$ cat config.mk
export PLATFORM = sky130hd
export DESIGN_NAME = quadrature_detent_pulse_queue_flat
export DESIGN_NICKNAME = d
export VERILOG_FILES = /design/src/rtl/qdp_pkg.sv /design/src/rtl/qdp_sample_if.sv /design/src/rtl/qdp_result_if.sv /design/src/rtl/qdp_cfg_if.sv /design/src/rtl/qdp_ram.sv /design/src/rtl/quadrature_detent_pulse_queue.sv /design/src/flat_wrapper.sv
export SDC_FILE = /design/constraint.sdc
export NUM_CORES = 2
export LEC_CHECK = 0
export ABC_AREA = 1
export BUFFER_PORTS_ARGS = -buffer_cell sky130_fd_sc_hd__buf_2
export CAP_MARGIN = 20
export CORE_MARGIN = 2
export CORE_UTILIZATION = 40
export DETAILED_ROUTE_END_ITERATION = 10
export HOLD_SLACK_MARGIN = 0.06
export PLACE_DENSITY = 0.53
export REMOVE_ABC_BUFFERS = 1
export SYNTH_ARGS = -nofsm -noshare
export SYNTH_HDL_FRONTEND = slang
export SYNTH_SLANG_ARGS = --single-unit
export TNS_END_PERCENT = 100
$ cat constraint.sdc
create_clock -name clk -period 12.8 [get_ports clk]
set_input_delay 1.28 -clock clk [delete_from_list [all_inputs] [get_ports clk]]
set_output_delay 1.28 -clock clk [all_outputs]
set_load 0.005 [all_outputs]
$ cat src/rtl/qdp_pkg.sv
package qdp_pkg;

	localparam int ENCODERS_DEF = 8;

	localparam int IDX_W      = 3;
	localparam int TIME_W     = 32;
	localparam int CFG_IDX_W  = 2;
	localparam int CFG_DATA_W = 16;

	// register indexes
	localparam logic [CFG_IDX_W-1:0] REG_DEBOUNCE = 2'd0;
	localparam logic [CFG_IDX_W-1:0] REG_PULSE    = 2'd1;
	localparam logic [CFG_IDX_W-1:0] REG_GAP      = 2'd2;
	localparam logic [CFG_IDX_W-1:0] REG_STEPS    = 2'd3;

	localparam logic [7:0]  DEBOUNCE_RESET = 8'd5;
	localparam logic [15:0] PULSE_RESET    = 16'd50;
	localparam logic [15:0] GAP_RESET      = 16'd15;
	localparam logic [3:0]  STEPS_RESET    = 4'd4;

	localparam logic [7:0] QUEUE_MAX = 8'hFF;
	localparam logic [1:0] PHASE_IDLE = 2'd3;

	typedef struct packed {
		logic [1:0]        prev_phase;
		logic signed [4:0] step_acc;
		logic [7:0]        pend_cw;
		logic [7:0]        pend_ccw;
		logic [31:0]       cw_off;
		logic [31:0]       ccw_off;
		logic [31:0]       cw_ready;
		logic [31:0]       ccw_ready;
		logic [31:0]       push_change;
		logic              push_raw;
		logic              push_stable;
	} enc_state_t;

	localparam enc_state_t ENC_STATE_RESET = '{prev_phase: PHASE_IDLE, default: '0};

	// indexed by {previous phase, phase}, two's complement step
	localparam logic signed [1:0] STEP_TABLE [16] = '{
		2'sd0, -2'sd1, 2'sd1, 2'sd0,
		2'sd1, 2'sd0, 2'sd0, -2'sd1,
		-2'sd1, 2'sd0, 2'sd0, 2'sd1,
		2'sd0, 2'sd1, -2'sd1, 2'sd0
	};

endpackage

$ cat src/rtl/qdp_sample_if.sv
interface qdp_sample_if import qdp_pkg::*; ();
	logic              valid;
	logic              ready;
	logic [IDX_W-1:0]  encoder_index;
	logic [TIME_W-1:0] now;
	logic              pin_a;
	logic              pin_b;
	logic              push_level;

	modport source (output valid, encoder_index, now, pin_a, pin_b, push_level, input ready);
	modport sink (input valid, encoder_index, now, pin_a, pin_b, push_level, output ready);
endinterface

$ cat src/rtl/qdp_result_if.sv
interface qdp_result_if import qdp_pkg::*; ();
	logic             valid;
	logic             ready;
	logic [IDX_W-1:0] which_encoder;
	logic             cw_active;
	logic             ccw_active;
	logic             push_pressed;

	modport source (output valid, which_encoder, cw_active, ccw_active, push_pressed,
		input ready);
	modport sink (input valid, which_encoder, cw_active, ccw_active, push_pressed,
		output ready);
endinterface

$ cat src/rtl/qdp_cfg_if.sv
interface qdp_cfg_if import qdp_pkg::*; ();
	logic                  valid;
	logic                  ready;
	logic [CFG_IDX_W-1:0]  index;
	logic [CFG_DATA_W-1:0] data;

	modport source (output valid, index, data, input ready);
	modport sink (input valid, index, data, output ready);
endinterface

$ cat src/rtl/qdp_ram.sv
module qdp_ram #(
	parameter int WIDTH = 8,
	parameter int DEPTH = 8,
	localparam int AW = (DEPTH > 1) ? $clog2(DEPTH) : 1
) (
	input  logic             clk,
	input  logic             we,
	input  logic [AW-1:0]    waddr,
	input  logic [WIDTH-1:0] wdata,
	input  logic             re,
	input  logic [AW-1:0]    raddr,
	output logic [WIDTH-1:0] rdata
);

	logic [WIDTH-1:0] mem_q [DEPTH];
	logic [WIDTH-1:0] rdata_q;

	always_ff @(posedge clk) begin
		if (we) begin
			mem_q[waddr] <= wdata;
		end
		if (re) begin
			rdata_q <= mem_q[raddr];
		end
	end

	assign rdata = rdata_q;

endmodule

$ cat src/rtl/quadrature_detent_pulse_queue.sv
// Per-encoder quadrature decoder with detent pulse queues and a debounced push switch.
// One scan sample is taken every cycle, back to back, for any mix of encoders, while
// the output side does not stall; a result passes the stage 1 and output registers
// and waits there until the output side takes it. All per-encoder state sits in one
// RAM of ENCODERS entries that is read when a sample is taken and written back when
// the sample leaves stage 1; a sample for the same encoder as the one just ahead of
// it takes that state from a bypass register. A valid flag per entry makes unwritten
// entries read as the reset state, so no clearing pass runs after reset. Samples with
// an index at or beyond ENCODERS leave state untouched and report all flags low.
module quadrature_detent_pulse_queue import qdp_pkg::*; #(
	parameter int ENCODERS = ENCODERS_DEF
) (
	input  logic clk,
	input  logic arst_n,
	qdp_cfg_if.sink      cfg,
	qdp_sample_if.sink   sample,
	qdp_result_if.source result
);

	localparam int AW = (ENCODERS > 1) ? $clog2(ENCODERS) : 1;
	localparam int SW = $bits(enc_state_t);

	typedef struct packed {
		logic        active;
		logic [7:0]  pend;
		logic [31:0] off;
		logic [31:0] ready;
	} pulse_t;

	// config registers
	logic [7:0]  debounce_q;
	logic [15:0] pulse_q;
	logic [15:0] gap_q;
	logic [3:0]  steps_q;

	assign cfg.ready = 1'b1;

	always_ff @(posedge clk or negedge arst_n) begin
		if (!arst_n) begin
			debounce_q <= DEBOUNCE_RESET;
			pulse_q    <= PULSE_RESET;
			gap_q      <= GAP_RESET;
			steps_q    <= STEPS_RESET;
		end else if (cfg.valid) begin
			unique case (cfg.index)
				REG_DEBOUNCE: debounce_q <= cfg.data[7:0];
				REG_PULSE:    pulse_q    <= cfg.data;
				REG_GAP:      gap_q      <= cfg.data;
				REG_STEPS:    steps_q    <= cfg.data[3:0];
				default: ;
			endcase
		end
	end

	// stage 1 registers
	logic              s1_valid_q;
	logic [IDX_W-1:0]  idx_s1;
	logic [AW-1:0]     addr_s1;
	logic              inr_s1;
	logic [TIME_W-1:0] now_s1;
	logic [1:0]        phase_s1;
	logic              push_s1;
	logic              vld_s1;
	logic              fwd_s1;
	enc_state_t        fwd_st_q;

	logic              out_valid_q;
	logic              s1_adv;
	logic              accept;
	logic [AW-1:0]     rd_addr;
	logic              rd_inr;
	logic              vld_q [ENCODERS];
	logic [SW-1:0]     ram_rdata;
	enc_state_t        st_cur;
	enc_state_t        st_new;
	pulse_t            cw_res;
	pulse_t            ccw_res;

	assign s1_adv       = s1_valid_q && (!out_valid_q || result.ready);
	assign sample.ready = !s1_valid_q || s1_adv;
	assign accept       = sample.valid && sample.ready;
	assign rd_addr      = AW'(sample.encoder_index);
	assign rd_inr       = 32'(sample.encoder_index) < ENCODERS;

	qdp_ram #(
		.WIDTH(SW),
		.DEPTH(ENCODERS)
	) u_state_ram (
		.clk  (clk),
		.we   (s1_adv && inr_s1),
		.waddr(addr_s1),
		.wdata(st_new),
		.re   (accept),
		.raddr(rd_addr),
		.rdata(ram_rdata)
	);

	always_ff @(posedge clk or negedge arst_n) begin
		if (!arst_n) begin
			s1_valid_q <= 1'b0;
			fwd_s1     <= 1'b0;
			vld_s1     <= 1'b0;
			for (int i = 0; i < ENCODERS; i++) begin
				vld_q[i] <= 1'b0;
			end
		end else begin
			if (accept) begin
				s1_valid_q <= 1'b1;
				// entry written at this edge is not yet in the ram read data
				fwd_s1     <= s1_adv && inr_s1 && (addr_s1 == rd_addr);
				vld_s1     <= rd_inr ? vld_q[rd_addr] : 1'b0;
			end else if (s1_adv) begin
				s1_valid_q <= 1'b0;
			end
			if (s1_adv && inr_s1) begin
				vld_q[addr_s1] <= 1'b1;
			end
		end
	end

	always_ff @(posedge clk) begin
		if (accept) begin
			idx_s1   <= sample.encoder_index;
			addr_s1  <= rd_addr;
			inr_s1   <= rd_inr;
			now_s1   <= sample.now;
			phase_s1 <= {sample.pin_a, sample.pin_b};
			push_s1  <= ~sample.push_level;
			fwd_st_q <= st_new;
		end
	end

	function automatic pulse_t drive(input logic [31:0] off, input logic [31:0] rdy,
		input logic [7:0] pend, input logic [31:0] now, input logic [15:0] plen,
		input logic [15:0] glen);
		pulse_t      r;
		logic [31:0] d_off;
		logic [31:0] d_rdy;
		d_off = off - now;
		d_rdy = now - rdy;
		r.active = 1'b0;
		r.pend   = pend;
		r.off    = off;
		r.ready  = rdy;
		if (d_off != '0 && !d_off[31]) begin
			r.active = 1'b1;
		end else if (pend != '0 && !d_rdy[31]) begin
			r.active = 1'b1;
			r.pend   = pend - 8'd1;
			r.off    = now + 32'(plen);
			r.ready  = now + 32'(plen) + 32'(glen);
		end
		return r;
	endfunction

	always_comb begin
		logic signed [5:0] thr;
		logic signed [5:0] sum;
		logic signed [1:0] step;
		logic [31:0]       held;
		st_cur = fwd_s1 ? fwd_st_q : (vld_s1 ? enc_state_t'(ram_rdata) : ENC_STATE_RESET);
		st_new = st_cur;
		thr    = (steps_q == '0) ? 6'sd1 : $signed({2'b00, steps_q});
		step   = STEP_TABLE[{st_cur.prev_phase, phase_s1}];
		sum    = $signed({st_cur.step_acc[4], st_cur.step_acc})
			+ $signed({{4{step[1]}}, step});
		if (phase_s1 != st_cur.prev_phase) begin
			if (sum >= thr) begin
				if (st_cur.pend_cw != QUEUE_MAX) begin
					st_new.pend_cw = st_cur.pend_cw + 8'd1;
				end
				st_new.step_acc = '0;
			end else if (sum <= -thr) begin
				if (st_cur.pend_ccw != QUEUE_MAX) begin
					st_new.pend_ccw = st_cur.pend_ccw + 8'd1;
				end
				st_new.step_acc = '0;
			end else begin
				st_new.step_acc = sum[4:0];
			end
			st_new.prev_phase = phase_s1;
		end

		cw_res  = drive(st_cur.cw_off, st_cur.cw_ready, st_new.pend_cw, now_s1,
			pulse_q, gap_q);
		ccw_res = drive(st_cur.ccw_off, st_cur.ccw_ready, st_new.pend_ccw, now_s1,
			pulse_q, gap_q);
		st_new.pend_cw   = cw_res.pend;
		st_new.cw_off    = cw_res.off;
		st_new.cw_ready  = cw_res.ready;
		st_new.pend_ccw  = ccw_res.pend;
		st_new.ccw_off   = ccw_res.off;
		st_new.ccw_ready = ccw_res.ready;

		// push debounce, active low pin already inverted
		held = now_s1 - st_cur.push_change;
		if (push_s1 != st_cur.push_raw) begin
			st_new.push_raw    = push_s1;
			st_new.push_change = now_s1;
		end else if (push_s1 != st_cur.push_stable) begin
			if (held >= {24'b0, debounce_q}) begin
				st_new.push_stable = push_s1;
			end
		end
	end

	// output register
	logic [IDX_W-1:0] which_q;
	logic             cw_q;
	logic             ccw_q;
	logic             push_q;

	always_ff @(posedge clk or negedge arst_n) begin
		if (!arst_n) begin
			out_valid_q <= 1'b0;
		end else if (s1_adv) begin
			out_valid_q <= 1'b1;
		end else if (result.ready) begin
			out_valid_q <= 1'b0;
		end
	end

	always_ff @(posedge clk) begin
		if (s1_adv) begin
			which_q <= idx_s1;
			cw_q    <= inr_s1 && cw_res.active;
			ccw_q   <= inr_s1 && ccw_res.active;
			push_q  <= inr_s1 && st_new.push_stable;
		end
	end

	assign result.valid         = out_valid_q;
	assign result.which_encoder = which_q;
	assign result.cw_active     = cw_q;
	assign result.ccw_active    = ccw_q;
	assign result.push_pressed  = push_q;

endmodule
$ cat src/flat_wrapper.sv
// flat-port wrapper written by rule: the top's interface ports become plain ports
module quadrature_detent_pulse_queue_flat import qdp_pkg::*;
#(
	parameter int ENCODERS = ENCODERS_DEF
)
  (clk, arst_n, cfg_valid, cfg_index, cfg_data, cfg_ready, sample_valid, sample_encoder_index, sample_now, sample_pin_a, sample_pin_b, sample_push_level, sample_ready, result_valid, result_which_encoder, result_cw_active, result_ccw_active, result_push_pressed, result_ready);
  qdp_cfg_if cfg_i ();
  qdp_sample_if sample_i ();
  qdp_result_if result_i ();
  input  logic clk;
  input  logic arst_n;
  input wire logic [$bits(cfg_i.valid)-1:0] cfg_valid;
  input wire logic [$bits(cfg_i.index)-1:0] cfg_index;
  input wire logic [$bits(cfg_i.data)-1:0] cfg_data;
  output wire logic [$bits(cfg_i.ready)-1:0] cfg_ready;
  input wire logic [$bits(sample_i.valid)-1:0] sample_valid;
  input wire logic [$bits(sample_i.encoder_index)-1:0] sample_encoder_index;
  input wire logic [$bits(sample_i.now)-1:0] sample_now;
  input wire logic [$bits(sample_i.pin_a)-1:0] sample_pin_a;
  input wire logic [$bits(sample_i.pin_b)-1:0] sample_pin_b;
  input wire logic [$bits(sample_i.push_level)-1:0] sample_push_level;
  output wire logic [$bits(sample_i.ready)-1:0] sample_ready;
  output wire logic [$bits(result_i.valid)-1:0] result_valid;
  output wire logic [$bits(result_i.which_encoder)-1:0] result_which_encoder;
  output wire logic [$bits(result_i.cw_active)-1:0] result_cw_active;
  output wire logic [$bits(result_i.ccw_active)-1:0] result_ccw_active;
  output wire logic [$bits(result_i.push_pressed)-1:0] result_push_pressed;
  input wire logic [$bits(result_i.ready)-1:0] result_ready;
  assign cfg_i.valid = cfg_valid;
  assign cfg_i.index = cfg_index;
  assign cfg_i.data = cfg_data;
  assign cfg_ready = cfg_i.ready;
  assign sample_i.valid = sample_valid;
  assign sample_i.encoder_index = sample_encoder_index;
  assign sample_i.now = sample_now;
  assign sample_i.pin_a = sample_pin_a;
  assign sample_i.pin_b = sample_pin_b;
  assign sample_i.push_level = sample_push_level;
  assign sample_ready = sample_i.ready;
  assign result_valid = result_i.valid;
  assign result_which_encoder = result_i.which_encoder;
  assign result_cw_active = result_i.cw_active;
  assign result_ccw_active = result_i.ccw_active;
  assign result_push_pressed = result_i.push_pressed;
  assign result_i.ready = result_ready;
  quadrature_detent_pulse_queue #(.ENCODERS(ENCODERS)) u_core (.clk(clk), .arst_n(arst_n), .cfg(cfg_i), .sample(sample_i), .result(result_i));
endmodule
==> impl_metrics.py <==
metrics = {
    "outcome": {
        "status": "complete, no violations",
    },
    "worst_setup_path": {
        "crit_fanout": 47,
        "worst_path_largest_cell_delay_ps": 730,
        "critPathCaptureType": "flip-flop",
        "cp_common_cell": "buf_4",
        "crit_chain": "nor2_4, buf_4, buf_4, a22oi_1, ha_1, nand4_1, nor4_1, inv_1, nor3_1, nand4_1, nand2_1, xor2_1, nand3_4, inv_2, buf_4, o21ai_0",
        "crit_family": "buffers and inverters",
        "critical_path_class": "reg2reg",
        "startpoint_type": "flip-flop",
        "required_ps": 13250,
        "worst-path-buf-inv": 5,
        "cp_slowest_cell": "inv_2",
        "crit_arrival_ps": 8510,
    },
    "global_route": {
        "grt_pass1_wl_um": 371200,
        "track_usage_pct": 22.23,
        "grt_max_degree": 172,
        "antenna_found_initial": 8,
        "grt_pass1_vias": 56240,
        "grt_remaining_overflow": 0,
    },
    "sta": {
        "setup_violations": 0,
        "worst_pin_slew_ps": 1153,
        "slew_viol_final": 0,
        "hold_viol": 0,
        "finClkSkew_ps": 40.94,
        "layout_setup_ws_ps": 4749,
        "hold_ws_ps": 459.9,
        "fin_setup_tns_ps": 0,
        "fmax_mhz": 124.2,
        "maxSlewHeadroom_pct": 22.34,
        "post-route-period-util_pct": 62.90,
        "grt_setup_unrepaired": "false",
        "fin_crit_ps": 8051,
    },
    "synth": {
        "synth_edf_count": 1894,
        "synth-seq-cells": 1950,
        "synth_top_family_by_area": "simple AND/OR/NAND/NOR gates",
        "synth-compound-area-share_pct": 12.14,
        "synthFlopType": "edfxtp_1",
        "yosys-top-cells-area": "edfxtp_1, nor2_1, o21ai_0",
        "ys_seq_area_share_pct": 67.28,
        "synthMuxAreaShare_pct": 0,
        "yosysTopAreaCell": "edfxtp_1",
        "synth_warnings": 0,
        "synthAdderAreaFrac_pct": 3.302,
        "yosysMostFrequentCell": "edfxtp_1",
        "synthesis.area_um2": 86630,
        "synth_area_per_cell_um2": 11.36,
        "syn_inst": 7626,
        "postSynth.asyncResetShare_pct": 2.872,
        "synth_xor_area_share_pct": 1.372,
        "synthDistinctLibCells": 55,
        "synth_common_cells": "edfxtp_1, nor2_1, o21ai_0",
        "yosysTopAreaCellShare_pct": 65.65,
        "synth_simple_gate_area_share_pct": 12.40,
    },
    "pwr": {
        "power_leakage_nw": 34.49,
        "power_density_nw_per_um2": 186.7,
        "power_mw": 18.00,
        "ir_drop_uv": 138.5,
    },
    "clock_network": {
        "clock_sinks": 1950,
        "cts_resized": 0,
        "cts_buffer_depth": 3,
        "h-tree-depth": 4,
        "ctsRootBufferMaster": "clkbuf_16",
        "cts.clk_slew.worst_paths_ps": 60,
        "cts_buffers": 201,
        "cts-hold-fix-buffers": 0,
        "cts_setup_buffers": 0,
        "cts_tree": "done",
        "clkLatencyLatePin_ps": 860,
    },
    "floorplanning": {
        "core_area_um2": 215000,
        "die_area_um2": 220300,
        "start_util_pct": 40.28,
        "io_pins": 70,
        "die_width_um": 469.4,
        "core.rowCount": 170,
        "die_h_um": 469.4,
    },
    "routing": {
        "drt_pre_antenna_iters": 6,
        "num_vias": 59060,
        "vias_per_cell": 5.559,
        "avgRoutedWirePerCell_um": 23.53,
        "routed_wl_um": 250000,
        "drc": 0,
        "ant_nets": 0,
        "drtIter0Drc": 5779,
    },
    "place": {
        "globalplace.congestion": 0.9246,
        "dpl-instance-area_um2": 89980,
        "dp_cells": 10250,
        "portBuffers": 68,
        "pre_cts_slack_ps": 4801,
        "hpwl_um": 144200,
    },
    "min_path": {
        "hold_class": "reg2reg",
    },
    "cells_and_area": {
        "postLayoutCoreUtil_pct": 44.83,
        "instances_no_fill": 10630,
        "design_area_um2": 96400,
        "final_nets": 7901,
        "area_growth_pct": 11.28,
        "drive_gt1_share_pct": 6.795,
    },
    "run": {
        "maxCapViolations": 0,
    },
}
[layout make-up]
| cell class | instances | area (um^2) |
|---|---|---|
| fill | 19800 | 118600 |
| clock inverter | 117 | 1077 |
| tap | 2838 | 3551 |
| multi-input combinational | 4897 | 25400 |
| clock buffer | 256 | 5310 |
| sequential | 1950 | 58290 |
| inverter | 404 | 1549 |
| antenna | 2 | 5.005 |
| timing repair buffer | 161 | 1219 |
[worst register-to-register path, delay by kind of cell (launching register included)]
kind | cells | cell delay [ps]
AOI/OAI and AO/OA | 2 | 710
xor gates and xnor gates | 1 | 720
adders and majority gates | 1 | 380
buffers and inverters | 5 | 2660
DFF | 1 | 580
and+or+nand+nor | 7 | 2590
[placed cells by master, fill, tap and decap left out, types with 180 or more instances in the layout]
master / n
o22ai_1: 185
a31oi_1: 192
inv_1: 393
o21ai_0: 978
edfxtp_1: 1894
ha_1: 218
nor2_1: 1537
clkbuf_16: 204
nand2_1: 793
a21oi_1: 180
[path summary, 6_finish.rpt]
check	start	to	slack, ps	depth (start not counted)
max	u_core.fwd_s1$_DFFE_PN0P_	u_core.u_state_ram.mem_q[2][48]$_DFFE_PP_	4750	16
min in group asynchronous	arst_n	u_core.steps_q[3]$_DFFE_PN0P_	640	2
max reg2reg	u_core.fwd_s1$_DFFE_PN0P_	u_core.u_state_ram.mem_q[2][48]$_DFFE_PP_	4750	16
max in group asynchronous	arst_n	u_core.fwd_s1$_DFFE_PN0P_	11500	2
min reg2reg	u_core.vld_q[2]$_DFFE_PN0P_	u_core.vld_q[2]$_DFFE_PN0P_	460	2
min	u_core.vld_q[2]$_DFFE_PN0P_	u_core.vld_q[2]$_DFFE_PN0P_	460	2
[routing by layer]
layer	vias to the layer above	global-route usage [%]	routed length [um]
met5	-	0	0
met4	0	5.279	5229
met2	1918	34.83	113100
met1	29430	32.53	115000
li1	27400	-	-
met3	321	3.330	16680
[logic make-up after synthesis]
group / count (synthesis)
compound gates: 1853
other cells: 2
fa+ha+maj: 225
buf+inv: 779
xor+xnor: 134
flops: 1950
simple gates: 2683
[power breakdown]
part           internal, mW  switching, mW  leakage, nW
Combinational         0.915           2.85         13.1
Clock                  3.24           2.49         3.10
Sequential             8.33          0.158         18.2
Total                  12.5           5.51         34.5
[registers in the layout, summed over array words and instances, names as in the netlist, 4 cells and up]
register,flops
u_core.pulse_q,16
u_core.u_state_ram.rdata,185
u_core.now_s1,32
u_core.debounce_q,8
u_core.steps_q,4
u_core.fwd_st_q,185
u_core.gap_q,16
u_core.u_state_ram.mem_q,1480
u_core.vld_q,8
No activity file was read; power rests on OpenSTA's default activity.
